### src/hw/rtl/b64d_pkg.sv
// ----------------------------------------------------------------------------
// b64d_pkg
// Shared constants, types and the character map of the base64 decoder.
// ----------------------------------------------------------------------------
package b64d_pkg;

    localparam int COUNT_WIDTH = 16;
    localparam int OUT_COUNT_WIDTH = 16;
    localparam int MAX_BEATS = 3;
    localparam int BEAT_WIDTH = $clog2(MAX_BEATS + 1);

    localparam logic [COUNT_WIDTH-1:0] COUNT_MAX = {COUNT_WIDTH{1'b1}};

    localparam logic [7:0] CHAR_PAD = 8'h3D;
    localparam logic [7:0] CHAR_CR  = 8'h0D;
    localparam logic [7:0] CHAR_LF  = 8'h0A;
    localparam logic [7:0] CHAR_PLUS  = 8'h2B;
    localparam logic [7:0] CHAR_SLASH = 8'h2F;

    typedef logic [COUNT_WIDTH-1:0] count_t;
    typedef logic [BEAT_WIDTH-1:0] beat_t;

    // Results caused by one accepted word, handed to the output side at once.
    typedef struct packed {
        beat_t            beats;
        logic             done;
        logic [2:0][7:0]  data;
        count_t [2:0]     counts;
    } burst_t;

    function automatic logic [5:0] sextet_of(input logic [7:0] c);
        logic [5:0] s;
        s = 6'd0;
        if (c inside {[8'h41:8'h5A]}) begin
            s = 6'(c - 8'h41);
        end
        else if (c inside {[8'h61:8'h7A]}) begin
            s = 6'(c - 8'h61 + 8'd26);
        end
        else if (c inside {[8'h30:8'h39]}) begin
            s = 6'(c - 8'h30 + 8'd52);
        end
        else if (c == CHAR_PLUS) begin
            s = 6'd62;
        end
        else if (c == CHAR_SLASH) begin
            s = 6'd63;
        end
        return s;
    endfunction

    function automatic count_t sat_inc(input count_t t);
        return (t == COUNT_MAX) ? t : count_t'(t + 1'b1);
    endfunction

endpackage

### src/hw/rtl/b64d_if.sv
// ----------------------------------------------------------------------------
// b64d_enc_if / b64d_dec_if
// Valid/ready channels for encoded characters and decoded results.
// ----------------------------------------------------------------------------
interface b64d_enc_if;
    logic       valid;
    logic       ready;
    logic [7:0] in_char;
    logic       end_of_text;

    modport source (output valid, output in_char, output end_of_text, input ready);
    modport sink (input valid, input in_char, input end_of_text, output ready);
endinterface

interface b64d_dec_if;
    logic        valid;
    logic        ready;
    logic [7:0]  data_byte;
    logic        has_byte;
    logic        last_of_run;
    logic        stream_done;
    logic [15:0] byte_count;

    modport source (output valid, output data_byte, output has_byte,
                    output last_of_run, output stream_done, output byte_count,
                    input ready);
    modport sink (input valid, input data_byte, input has_byte,
                  input last_of_run, input stream_done, input byte_count,
                  output ready);
endinterface

### src/hw/rtl/b64d_decode.sv
// ----------------------------------------------------------------------------
// b64d_decode
// Group state, character map and byte count; builds the results of one word.
// ----------------------------------------------------------------------------
module b64d_decode (
    input  logic             clk,
    input  logic             rst_n,
    input  logic             accept,
    input  logic [7:0]       in_char,
    input  logic             end_of_text,
    output b64d_pkg::burst_t burst
);
    import b64d_pkg::*;

    logic [23:0] acc_reg, acc_next;
    logic [1:0]  pos_reg, pos_next;
    logic        pad_seen_reg, pad_seen_next;
    logic        pad_pending_reg, pad_pending_next;
    count_t      total_reg, total_next;

    logic [23:0] acc_shift;
    count_t      c1, c2, c3;

    assign acc_shift = {acc_reg[17:0], sextet_of(in_char)};
    assign c1 = sat_inc(total_reg);
    assign c2 = sat_inc(c1);
    assign c3 = sat_inc(c2);

    always_comb
    begin
        acc_next         = acc_reg;
        pos_next         = pos_reg;
        pad_seen_next    = pad_seen_reg;
        pad_pending_next = pad_pending_reg;
        total_next       = total_reg;
        burst.beats      = '0;
        burst.done       = 1'b0;
        burst.data       = '0;
        burst.counts     = {c3, c2, c1};

        if (end_of_text) begin
            burst.beats      = beat_t'(1);
            burst.done       = 1'b1;
            burst.counts[0]  = total_reg;
            acc_next         = '0;
            pos_next         = '0;
            pad_seen_next    = 1'b0;
            pad_pending_next = 1'b0;
            total_next       = '0;
        end
        else if (pad_seen_reg) begin
            if (pos_reg == 2'd3) begin
                if (pad_pending_reg) begin
                    burst.beats   = beat_t'(1);
                    burst.data[0] = acc_reg[11:4];
                    total_next    = c1;
                end
                acc_next         = '0;
                pos_next         = '0;
                pad_seen_next    = 1'b0;
                pad_pending_next = 1'b0;
            end
            else begin
                pos_next = pos_reg + 2'd1;
            end
        end
        else if (pos_reg == 2'd0 && (in_char == CHAR_CR || in_char == CHAR_LF)) begin
            pos_next = pos_reg;
        end
        else if (in_char == CHAR_PAD) begin
            if (pos_reg == 2'd3) begin
                burst.beats   = beat_t'(2);
                burst.data[0] = acc_reg[17:10];
                burst.data[1] = acc_reg[9:2];
                total_next    = c2;
                acc_next      = '0;
                pos_next      = '0;
            end
            else begin
                pad_seen_next    = 1'b1;
                pad_pending_next = (pos_reg == 2'd2);
                pos_next         = pos_reg + 2'd1;
            end
        end
        else begin
            if (pos_reg == 2'd3) begin
                burst.beats   = beat_t'(3);
                burst.data[0] = acc_shift[23:16];
                burst.data[1] = acc_shift[15:8];
                burst.data[2] = acc_shift[7:0];
                total_next    = c3;
                acc_next      = '0;
                pos_next      = '0;
            end
            else begin
                acc_next = acc_shift;
                pos_next = pos_reg + 2'd1;
            end
        end
    end

    always_ff @(posedge clk or negedge rst_n)
    begin
        if (!rst_n) begin
            acc_reg         <= '0;
            pos_reg         <= '0;
            pad_seen_reg    <= 1'b0;
            pad_pending_reg <= 1'b0;
            total_reg       <= '0;
        end
        else if (accept) begin
            acc_reg         <= acc_next;
            pos_reg         <= pos_next;
            pad_seen_reg    <= pad_seen_next;
            pad_pending_reg <= pad_pending_next;
            total_reg       <= total_next;
        end
    end

endmodule

### src/hw/rtl/b64d_serializer.sv
// ----------------------------------------------------------------------------
// b64d_serializer
// Holds the results of one word and sends them out one word at a time.
// ----------------------------------------------------------------------------
module b64d_serializer (
    input  logic             clk,
    input  logic             rst_n,
    input  logic             load,
    input  b64d_pkg::burst_t burst,
    output logic             slot_free,
    b64d_dec_if.source       dec
);
    import b64d_pkg::*;

    burst_t burst_reg;
    logic   busy_reg;
    beat_t  idx_reg;
    logic   last_beat;
    logic   fire;

    assign last_beat = (idx_reg == beat_t'(burst_reg.beats - 1'b1));
    assign fire      = busy_reg && dec.ready;
    assign slot_free = !busy_reg || (dec.ready && last_beat);

    assign dec.valid       = busy_reg;
    assign dec.has_byte    = !burst_reg.done;
    assign dec.stream_done = burst_reg.done;
    assign dec.last_of_run = last_beat;

    always_comb
    begin
        case (idx_reg)
            beat_t'(1):
            begin
                dec.data_byte  = burst_reg.data[1];
                dec.byte_count = OUT_COUNT_WIDTH'(burst_reg.counts[1]);
            end
            beat_t'(2):
            begin
                dec.data_byte  = burst_reg.data[2];
                dec.byte_count = OUT_COUNT_WIDTH'(burst_reg.counts[2]);
            end
            default:
            begin
                dec.data_byte  = burst_reg.data[0];
                dec.byte_count = OUT_COUNT_WIDTH'(burst_reg.counts[0]);
            end
        endcase
    end

    always_ff @(posedge clk)
    begin
        if (load) begin
            burst_reg <= burst;
        end
    end

    always_ff @(posedge clk or negedge rst_n)
    begin
        if (!rst_n) begin
            busy_reg <= 1'b0;
            idx_reg  <= '0;
        end
        else if (load) begin
            busy_reg <= 1'b1;
            idx_reg  <= '0;
        end
        else if (fire) begin
            if (last_beat) begin
                busy_reg <= 1'b0;
                idx_reg  <= '0;
            end
            else begin
                idx_reg <= idx_reg + 1'b1;
            end
        end
    end

endmodule

### src/hw/rtl/base64_stream_decoder_unit.sv
// ----------------------------------------------------------------------------
// base64_stream_decoder_unit
// Base64 decoder taking one encoded character per word and giving bytes.
// ----------------------------------------------------------------------------
//   channel  dir  payload
//   enc      in   in_char[7:0], end_of_text
//   dec      out  data_byte[7:0], has_byte, last_of_run, stream_done,
//                 byte_count[15:0]
//
// A taken character updates the group state at the edge of its handshake.
// A group's bytes or the end-of-text terminator leave a result register one
// word per cycle while dec is ready, so a word causing three bytes holds enc
// until its last byte leaves. A new word is taken in the cycle the last
// pending result leaves. Reset clears the group state and the byte count.
// ----------------------------------------------------------------------------
module base64_stream_decoder_unit (
    input  logic        clk,
    input  logic        rst_n,
    b64d_enc_if.sink    enc,
    b64d_dec_if.source  dec
);
    import b64d_pkg::*;

    burst_t burst;
    logic   slot_free;
    logic   accept;

    assign enc.ready = slot_free;
    assign accept    = enc.valid && slot_free;

    b64d_decode u_decode (
        .clk         (clk),
        .rst_n       (rst_n),
        .accept      (accept),
        .in_char     (enc.in_char),
        .end_of_text (enc.end_of_text),
        .burst       (burst)
    );

    b64d_serializer u_serializer (
        .clk       (clk),
        .rst_n     (rst_n),
        .load      (accept && (burst.beats != '0)),
        .burst     (burst),
        .slot_free (slot_free),
        .dec       (dec)
    );

endmodule

### src/flat_wrapper.sv
// flat-port wrapper written by rule: the top's interface ports become plain ports
module base64_stream_decoder_unit_flat import b64d_pkg::*;
  (clk, rst_n, enc_valid, enc_in_char, enc_end_of_text, enc_ready, dec_valid, dec_data_byte, dec_has_byte, dec_last_of_run, dec_stream_done, dec_byte_count, dec_ready);
  b64d_enc_if enc_i ();
  b64d_dec_if dec_i ();
  input  logic clk;
  input  logic rst_n;
  input wire logic [$bits(enc_i.valid)-1:0] enc_valid;
  input wire logic [$bits(enc_i.in_char)-1:0] enc_in_char;
  input wire logic [$bits(enc_i.end_of_text)-1:0] enc_end_of_text;
  output wire logic [$bits(enc_i.ready)-1:0] enc_ready;
  output wire logic [$bits(dec_i.valid)-1:0] dec_valid;
  output wire logic [$bits(dec_i.data_byte)-1:0] dec_data_byte;
  output wire logic [$bits(dec_i.has_byte)-1:0] dec_has_byte;
  output wire logic [$bits(dec_i.last_of_run)-1:0] dec_last_of_run;
  output wire logic [$bits(dec_i.stream_done)-1:0] dec_stream_done;
  output wire logic [$bits(dec_i.byte_count)-1:0] dec_byte_count;
  input wire logic [$bits(dec_i.ready)-1:0] dec_ready;
  assign enc_i.valid = enc_valid;
  assign enc_i.in_char = enc_in_char;
  assign enc_i.end_of_text = enc_end_of_text;
  assign enc_ready = enc_i.ready;
  assign dec_valid = dec_i.valid;
  assign dec_data_byte = dec_i.data_byte;
  assign dec_has_byte = dec_i.has_byte;
  assign dec_last_of_run = dec_i.last_of_run;
  assign dec_stream_done = dec_i.stream_done;
  assign dec_byte_count = dec_i.byte_count;
  assign dec_i.ready = dec_ready;
  base64_stream_decoder_unit u_core (.clk(clk), .rst_n(rst_n), .enc(enc_i), .dec(dec_i));
endmodule
### config.mk
export PLATFORM = sky130hd
export DESIGN_NAME = base64_stream_decoder_unit_flat
export DESIGN_NICKNAME = d
export VERILOG_FILES = /design/src/hw/rtl/b64d_pkg.sv /design/src/hw/rtl/b64d_if.sv /design/src/hw/rtl/b64d_decode.sv /design/src/hw/rtl/b64d_serializer.sv /design/src/hw/rtl/base64_stream_decoder_unit.sv /design/src/flat_wrapper.sv
export SDC_FILE = /design/constraint.sdc
export NUM_CORES = 1
export LEC_CHECK = 0
export ABC_CLOCK_PERIOD_IN_PS = 14000
export BUFFER_PORTS_ARGS = -buffer_cell sky130_fd_sc_hd__buf_2
export CORE_AREA = 2 2 140 142
export CTS_CLUSTER_DIAMETER = 100
export CTS_CLUSTER_SIZE = 12
export DETAILED_ROUTE_END_ITERATION = 6
export DIE_AREA = 0 0 142 144
export PLACE_DENSITY = 0.61
export REMOVE_ABC_BUFFERS = 1
export SLEW_MARGIN = 25
export SYNTH_ARGS = -nofsm -noshare
export SYNTH_HDL_FRONTEND = slang
export SYNTH_SLANG_ARGS = --single-unit
### constraint.sdc
create_clock -name clk -period 14 [get_ports clk]
set_input_delay 1.4 -clock clk [delete_from_list [all_inputs] [get_ports clk]]
set_output_delay 1.4 -clock clk [all_outputs]
set_load 0.005 [all_outputs]
==> results of run 1 <==
==> worst max-delay path: cells and delay by family, from the launching register on <==
| family | cells | cell delay [ns] |
|---|---|---|
| AOI/OAI and AO/OA | 2 | 1.23 |
| xor gates and xnor gates | 3 | 1.09 |
| adders and majority gates | 3 | 1.08 |
| buffers and inverters | 1 | 0.09 |
| DFF | 1 | 0.55 |
| and+or+nand+nor | 7 | 2.18 |
==> area by class of cell <==
cell class	count	area, µm²	share of cell area
multi-input combinational	603	3870	0.458
sequential	116	3280	0.388
clock buffer	17	425	0.0503
tap	238	298	0.0352
timing repair buffer	48	278	0.0329
clock inverter	15	195	0.0231
inverter	28	105	0.0124
==> routing by layer <==
metal / vias up / wire length [µm]
met5: - / 0
met4: 0 / 367
met2: 271 / 8730
met3: 33 / 1410
met1: 3019 / 9720
li1: 3012 / -
==> power groups by stage <==
stage | Sequential (W) | Combinational (W) | Clock (W)
2_1_floorplan | 0.000523 | 0.000362 | 0
3_3_place_gp | 0.000544 | 0.000534 | 0
3_5_place_dp | 0.000547 | 0.000538 | 0
4_1_cts | 0.000540 | 0.000542 | 0.000461
5_1_grt | 0.000552 | 0.000616 | 0.000477
6_report | 0.000543 | 0.000546 | 0.000457
==> metrics by stage <==
stage          setup WS, ns  area [µm²]  cells
6_report               7.49        8450   1065
5_1_grt                6.93        8450   1065
4_1_cts                7.57        8430   1064
3_5_place_dp           7.60        7810   1032
3_3_place_gp           7.81        7790   1031
2_1_floorplan          8.86        7240    747
==> kinds of logic after synthesis <==
family,Yosys count
muxes,18
buffers and inverters,80
adders and majority gates,18
xor gates and xnor gates,39
AOI/OAI and AO/OA,239
and+or+nand+nor,289
DFF,116
==> worst paths after layout <==
kind | from | endpoint | slack [ns] | cells after the start
setup / recovery | u_core.u_decode.total_reg[0] | u_core.u_serializer.burst_reg[41] | 7.49 | 16
hold / removal | u_core.u_decode.acc_reg[0] | u_core.u_decode.acc_reg[0] | 0.49 | 2
setup reg to reg | u_core.u_decode.total_reg[0] | u_core.u_serializer.burst_reg[41] | 7.49 | 16
hold reg to reg | u_core.u_decode.acc_reg[0] | u_core.u_decode.acc_reg[0] | 0.49 | 2
max in group asynchronous | rst_n | u_core.u_decode.acc_reg[13] | 12.47 | 2
min in group asynchronous | rst_n | u_core.u_decode.total_reg[3] | 1.08 | 2
==> synth_stat cells, types with 21 or more instances <==
master    number
a22oi_1       25
inv_1         27
clkbuf_1      30
dfrtp_1       41
nand2_1       98
nor2_1        48
edfxtp_1      75
a22o_1        21
xnor2_1       27
nand3_1       29
o21ai_0       77
a21oi_1       30
==> placed cells by master (no fill, tap or decap), types with 14 or more instances in the layout <==
master | netlist | layout
o21ai_0 | 77 | 76
nand3_1 | 29 | 29
edfxtp_1 | 75 | 75
and3_1 | 14 | 14
and2_1 | 14 | 14
xnor2_1 | 27 | 27
a22oi_1 | 25 | 25
nand2_1 | 98 | 98
nor3_1 | 19 | 19
a21oi_1 | 30 | 30
inv_1 | 27 | 27
dfrtp_1 | 41 | 41
clkbuf_16 | 0 | 17
a22o_1 | 21 | 21
ha_1 | 18 | 17
nor2_1 | 48 | 47
buf_2 | 13 | 41
==> results.yml, run 1 <==
placement:
  dp_hpwl_um: 14100
  port_buffers: 41
  gp_congestion: 0.898
global_route:
  use_met3: 0.0348
  grt.total_usage: 0.203
  grt_start_max_net_pins: 79
  use_met2: 0.291
  grt_util_met1: 0.307
  antenna_found_initial: 0
  grt_pass1_wl_um: 32200
  grt_pass1_vias: 5666
  gr-total-overflow: 0
  busiest_layer: "met1"
clocking:
  clockBufferDepth: 2
  insertion_delay_ns: 0.42
  hold_buffers: 0
  post_cts_buffers: 0
  cts.sinks: 116
  cts_buffers: 17
  cts.reportedPaths.clkPinSlew_ns: 0.06
  post_cts_resized: 0
  htree_levels: 4
  tritoncts: "built"
  clockRootBuffer: "clkbuf_16"
timing:
  hold_slack_ns: 0.490
  final-setup-viol-count: 0
  hold_viol_final: 0
  fmaxAchievable_ghz: 0.154
  grt_setup_unrepaired: "false"
  tns_ns: 0
  tightest_slew_ns: 0.979
  post-route-min-period_ns: 6.51
  max_slew_margin: 0.348
  skew_ns: 0.0146
  slew_viol_final: 0
  fin_crit_sh: 0.465
route:
  dr.pass1.iters: 6
  ant_nets: 0
  routed_wl_um: 20200
  vias_per_cell: 5.95
  drc_errors: 0
  via_count: 6335
  dr.first_iter.drc_count: 784
  wl_per_cell_um: 19.0
finish:
  drive_above_1_share: 0.137
  area_delta_synth_final_pct: 12.9
  largest_register_ffs: 74
  fin_nets: 845
  num_antenna_cells: 0
  final_util: 0.443
  fillCellCount: 1801
synthesis:
  synth_top_family_by_area: "compound AO/OA/AOI/OAI gates"
  synth_area_leader_cell: "edfxtp_1"
  ys.flop_type: "edfxtp_1"
  synth-seq-cells: 116
  synth_area_leaders: "edfxtp_1 30%, dfrtp_1 14%, o21ai_0 5.1%"
  yosysTopAreaCellShare: 0.301
  synth_compound_area_frac: 0.215
  synthMuxAreaShare: 0.0256
  avgSynthCellArea_um2: 9.37
  seq_area_frac_synth: 0.438
  synth_edf_count: 75
  yosys.area_share.simple: 0.199
  synth_fa_ha_area_frac: 0.0301
  synth_warnings: 0
  synth_cell_types: 84
  synthArstFlopShare: 0.353
  syn_inst: 799
  syn_area_um2: 7480
  synthXorXnorAreaFrac: 0.0456
worst_setup_path:
  crit_chain: "ha_1 > and3_1 > nand4_1 > xnor2_1 > inv_1 > ha_1 > nand2_1 > o31ai_2 > nand3_1 > xnor2_1 > ha_1 > nand2_1 > a21oi_1 > and3_1 > nor2_1 > xor2_1"
  critical_path_arrival_ns: 6.66
  cp_common_cell: "ha_1"
  start_kind: "flip-flop"
  cp_slowest_cell: "a21oi_1"
  crit_type: "flip-flop to flip-flop"
  worstPathRequired_ns: 14.15
  cp_max_fo: 14
  slowest_delay_ns: 0.76
  cp-end-kind: "flip-flop"
floorplanning:
  coreArea_um2: 19100
  initial_utilization: 0.392
  die_y_um: 144
  dieArea_um2: 20400
  ios: 42
  fp-row-count: 51
  die_x_um: 142
power:
  p_comb_frac: 0.353
  leakage_nw: 3.28
  p_int_w: 0.000952
  vdd_drop_max_mv: 0.0697
  swShare: 0.384
  power_switching_w: 0.000593
  p_per_area_nw_per_um2: 183
  clkPwrFrac: 0.296
  p_total_w: 0.00155
  p_seq_frac: 0.351
hold_path:
  hp-class: "flip-flop to flip-flop"
run_status:
  status: "finished, final reports clean"
job:
  max-cap-violations: 0
(Power assumes the default switching activity.)
==> run 2: changes to the inputs <==
--- a/config.mk
+++ b/config.mk
@@ -5,7 +5,7 @@
 export SDC_FILE = /design/constraint.sdc
 export NUM_CORES = 1
 export LEC_CHECK = 0
-export ABC_CLOCK_PERIOD_IN_PS = 14000
+export ABC_CLOCK_PERIOD_IN_PS = 6500
 export BUFFER_PORTS_ARGS = -buffer_cell sky130_fd_sc_hd__buf_2
 export CORE_AREA = 2 2 140 142
 export CTS_CLUSTER_DIAMETER = 100
==> constraint.sdc (replaced) <==
create_clock -name clk -period 6.5 [get_ports clk]
set_input_delay 0.65 -clock clk [delete_from_list [all_inputs] [get_ports clk]]
set_output_delay 0.65 -clock clk [all_outputs]
set_load 0.005 [all_outputs]
==> results.yml, run 2 (same netlist as run 1, synthesis figures left out) <==
power:
  p_per_area_nw_per_um2: 390
  leakage_nw: 3.26
  vdd_drop_max_mv: 0.176
clocking:
  htree_levels: 4
  cts.sinks: 116
  clockRootBuffer: "clkbuf_16"
  post_cts_resized: 0
  insertion_delay_ns: 0.42
  cts_buffers: 17
  cts.reportedPaths.clkPinSlew_ns: 0.06
  tritoncts: "built"
  hold_buffers: 0
  post_cts_buffers: 0
  clockBufferDepth: 2
route:
  routed_wl_um: 20000
  dr_wl_met3_um: 1480
  wl_per_cell_um: 18.7
  wl_met1_um: 9530
  dr.first_iter.drc_count: 816
  wl_met2_um: 8610
  vias_per_cell: 5.94
  dr.pass1.iters: 6
  ant_nets: 0
  drc_errors: 0
  via_count: 6334
  routed.top_layer: "met4"
finish:
  mostFrequentLayoutCell: "nand2_1"
  area_delta_synth_final_pct: 12.5
  fillCellCount: 1806
  largest_register_ffs: 74
  mostFrequentLayoutCells: "98 x nand2_1, 76 x o21ai_0, 75 x edfxtp_1, 48 x nor2_1, 41 x dfrtp_1"
  fin_nets: 846
  final_util: 0.441
  drive_above_1_share: 0.139
  num_antenna_cells: 0
global_route:
  gr-total-overflow: 0
  grt.total_usage: 0.199
  antenna_found_initial: 0
  grt_pass1_vias: 5826
  grt_pass1_wl_um: 31900
  grt_start_max_net_pins: 79
floorplanning:
  initial_utilization: 0.392
  ios: 42
  die_y_um: 144
  fp-row-count: 51
  dieArea_um2: 20400
  coreArea_um2: 19100
  die_x_um: 142
timing:
  final-setup-viol-count: 0
  tns_ns: 0
  fin_crit_sh: 0.884
  skew_ns: 0.0104
  tightest_slew_ns: 0.969
  max_slew_margin: 0.354
  hold_viol_final: 0
  setup_slack_ns: 0.756
  fmaxAchievable_ghz: 0.174
  grt_setup_unrepaired: "false"
  post-route-min-period_ns: 5.74
  slew_viol_final: 0
worst_setup_path:
  start_kind: "flip-flop"
  cp-end-kind: "flip-flop"
  worstPathRequired_ns: 6.63
  cp_max_fo: 11
  critical_path_arrival_ns: 5.88
  crit_type: "flip-flop to flip-flop"
hold_path:
  hp-class: "primary input to async pin"
placement:
  gp_congestion: 0.934
  dp_slack_ns: 0.916
  port_buffers: 41
  dp_hpwl_um: 14000
run_status:
  status: "finished, final reports clean"
job:
  max-cap-violations: 0
## run 2: layer usage
| metal | track usage | up-vias |
|---|---|---|
| met2 | 0.288 | 247 |
| met5 | 0 | - |
| li1 | - | 3009 |
| met4 | 0.0595 | 0 |
| met3 | 0.0470 | 31 |
| met1 | 0.295 | 3047 |
## run 2: final timing paths
path / startpoint / endpoint / slack [ns] / cells after the start
max: u_core.u_decode.total_reg[0] / u_core.u_serializer.burst_reg[42] / 0.76 / 16
min: rst_n / u_core.u_decode.total_reg[3] / 0.23 / 1
max reg2reg: u_core.u_decode.total_reg[0] / u_core.u_serializer.burst_reg[42] / 0.76 / 16
min reg2reg: u_core.u_decode.acc_reg[0] / u_core.u_decode.acc_reg[0] / 0.49 / 2
max in group asynchronous: rst_n / u_core.u_serializer.idx_reg[0] / 5.85 / 1
min in group clk: u_core.u_decode.acc_reg[0] / u_core.u_decode.acc_reg[0] / 0.49 / 2
## run 2: report_power, final
group / switching, W / internal, W / leakage [nW]
clock: 0.000373 / 0.000574 / 0.285
sequential: 0.000177 / 0.000993 / 1.25
combinational: 0.000731 / 0.000432 / 1.72
total: 0.00128 / 0.00200 / 3.26
## run 2: cell type report
| type | count | area [µm²] | area share |
|---|---|---|---|
| inverter | 28 | 105 | 0.0125 |
| timing repair buffer | 49 | 268 | 0.0318 |
| sequential | 116 | 3280 | 0.389 |
| clock buffer | 17 | 425 | 0.0505 |
| multi-input combinational | 603 | 3870 | 0.460 |
| clock inverter | 15 | 171 | 0.0204 |
| tap | 238 | 298 | 0.0354 |
## run 2: worst max-delay path, stage by stage (launching register included)
cell	delay, ns
dfrtp_1	0.54
ha_1	0.44
and3_1	0.36
nand4_1	0.41
xnor2_1	0.34
inv_1	0.10
ha_1	0.31
nand2_1	0.13
o31ai_2	0.45
nand3_1	0.23
xnor2_1	0.48
ha_1	0.36
nand2_1	0.10
a21oi_1	0.49
and3_1	0.46
nor3_1	0.10
xor2_1	0.16
## run 2: through the flow
stage	area, µm²	hold slack (ns)	cells	power (W)
final	8420	0.234	1066	0.00328
after global routing	8420	0.274	1066	0.00349
after CTS	8420	0.261	1066	0.00328
after detailed placement	7820	0.473	1034	0.00233
after global placement	7820	0.464	1034	0.00232
after floorplan	7240	0.354	747	0.00191
==> run 3: changes to the inputs <==
--- a/config.mk
+++ b/config.mk
@@ -7,12 +7,13 @@
 export LEC_CHECK = 0
 export ABC_CLOCK_PERIOD_IN_PS = 6500
 export BUFFER_PORTS_ARGS = -buffer_cell sky130_fd_sc_hd__buf_2
-export CORE_AREA = 2 2 140 142
+export CAP_MARGIN = 20
+export CORE_AREA = 5 5 135 137
 export CTS_CLUSTER_DIAMETER = 100
 export CTS_CLUSTER_SIZE = 12
 export DETAILED_ROUTE_END_ITERATION = 6
-export DIE_AREA = 0 0 142 144
-export PLACE_DENSITY = 0.61
+export DIE_AREA = 0 0 140 142
+export PLACE_DENSITY = 0.66
 export REMOVE_ABC_BUFFERS = 1
 export SLEW_MARGIN = 25
 export SYNTH_ARGS = -nofsm -noshare
==> results.yml, run 3 (same netlist as run 1, synthesis figures left out) <==
run_status:
  status: "finished, final reports clean"
placement:
  dp_hpwl_um: 14200
  gp_congestion: 0.953
  dp.cells: 1021
  port_buffers: 41
finish:
  drive_above_1_share: 0.139
  final_cells: 1053
  mostFrequentLayoutCell: "nand2_1"
  largest_register_ffs: 74
  fin_nets: 846
  num_antenna_cells: 0
  fillCellCount: 1575
  mostFrequentLayoutCells: "98 x nand2_1, 76 x o21ai_0, 75 x edfxtp_1, 48 x nor2_1, 41 x dfrtp_1"
  area_delta_synth_final_pct: 12.6
floorplanning:
  initial_utilization: 0.442
  die_x_um: 140
  ios: 42
  fp-row-count: 48
  die_y_um: 142
  dieArea_um2: 19900
  coreArea_um2: 16900
timing:
  grt_setup_unrepaired: "false"
  post-route-min-period_ns: 5.52
  slew_viol_final: 0
  max_slew_margin: 0.410
  final-setup-viol-count: 0
  fmaxAchievable_ghz: 0.181
  tightest_slew_ns: 0.860
  hold_viol_final: 0
  fin_crit_sh: 0.849
  skew_ns: 0.0148
  tns_ns: 0
global_route:
  grt_start_max_net_pins: 63
  antenna_found_initial: 0
  gr-total-overflow: 0
  grt.total_usage: 0.204
  grt_pass1_wl_um: 32600
  grt_pass1_vias: 5887
route:
  wl_per_cell_um: 19.1
  via_count: 6416
  dr.pass1.iters: 5
  ant_nets: 0
  dr.first_iter.drc_count: 747
  drc_errors: 0
  routed_wl_um: 20100
  vias_per_cell: 6.09
worst_setup_path:
  critical_path_arrival_ns: 5.67
  reg2reg_slack_ns: 0.98
  cp-end-kind: "flip-flop"
  cp_max_fo: 12
  worstPathRequired_ns: 6.65
  crit_type: "flip-flop to flip-flop"
  start_kind: "flip-flop"
power:
  p_int_w: 0.00204
  leakage_nw: 3.28
  vdd_drop_max_mv: 0.219
  clkPwrFrac: 0.295
  power_switching_w: 0.00129
  p_comb_frac: 0.355
  p_per_area_nw_per_um2: 395
  swShare: 0.386
  p_seq_frac: 0.351
clocking:
  clockBufferDepth: 2
  htree_levels: 4
  clockRootBuffer: "clkbuf_16"
  hold_buffers: 0
  post_cts_resized: 0
  insertion_delay_ns: 0.42
  tritoncts: "built"
  cts.reportedPaths.clkPinSlew_ns: 0.07
  cts_buffers: 17
  cts.sinks: 116
  post_cts_buffers: 0
hold_path:
  hp-class: "primary input to async pin"
job:
  max-cap-violations: 0
[run 3: changes by cell type in the layout (fill, tap and decap cells not counted), sizes merged]
cell,previous run,this run
inv,34,33
clkinv,4,7
bufinv,2,3
clkinvlp,3,0
[run 3: metal layers]
layer  vias to the layer above  share of wire  global-route usage
li1                       3013              -                   -
met1                      3102           0.47               0.309
met2                       265           0.44               0.299
met3                        36          0.079              0.0349
met4                         0          0.019              0.0617
met5                         -              0                   0
[run 3: worst paths after layout]
check                                             startpoint                                 to  depth (start not counted)
worst max register to register  u_core.u_decode.total_reg[0]  u_core.u_serializer.burst_reg[38]                         17
worst min-delay path                                   rst_n       u_core.u_decode.total_reg[3]                          1
max in group asynchronous                              rst_n         u_core.u_decode.acc_reg[7]                          1
worst max-delay path            u_core.u_decode.total_reg[0]  u_core.u_serializer.burst_reg[38]                         17
min in group clk                 u_core.u_decode.acc_reg[13]        u_core.u_decode.acc_reg[13]                          1
worst min register to register   u_core.u_decode.acc_reg[13]        u_core.u_decode.acc_reg[13]                          1
[run 3: stage by stage]
step | area, µm² | util | hold WS [ns] | setup slack (ns) | power, W
global route | 8430 | 0.498 | 0.278 | 0.491 | 0.00354
finish | 8430 | 0.498 | 0.233 | 0.981 | 0.00333
global placement | 7800 | 0.460 | 0.464 | 1.40 | 0.00233
CTS | 8430 | 0.497 | 0.270 | 1.17 | 0.00332
detailed placement | 7800 | 0.461 | 0.483 | 1.18 | 0.00234
floorplan | 7240 | - | 0.354 | 1.36 | 0.00191
[run 3: worst max-delay path: stages, from the launching register on]
cell and delay [ns]:
dfrtp_1 0.56, ha_1 0.45, and3_1 0.37, nand4_1 0.42, xnor2_1 0.34, inv_1 0.10
ha_1 0.30, nand2_1 0.13, o31ai_2 0.52, nand3_1 0.24, xnor2_1 0.43, ha_1 0.33
nand2_1 0.09, a21oi_1 0.12, buf_4 0.21, and3_1 0.36, nor2_1 0.12, xor2_1 0.16
[run 3: layout make-up]
cell class	instances	area (µm²)	share of cell area
multi-input combinational	603	3870	0.460
tap	225	282	0.0334
inverter	28	105	0.0125
sequential	116	3280	0.389
clock buffer	17	425	0.0505
clock inverter	15	196	0.0233
timing repair buffer	49	268	0.0318
[run 3: power by group through the flow]
stage | combinational [W] | clock (W) | sequential (W)
2_1_floorplan | 0.000780 | 0 | 0.00113
3_3_place_gp | 0.00116 | 0 | 0.00117
3_5_place_dp | 0.00117 | 0 | 0.00117
4_1_cts | 0.00118 | 0.000987 | 0.00116
5_1_grt | 0.00132 | 0.00103 | 0.00119
6_report | 0.00118 | 0.000981 | 0.00117
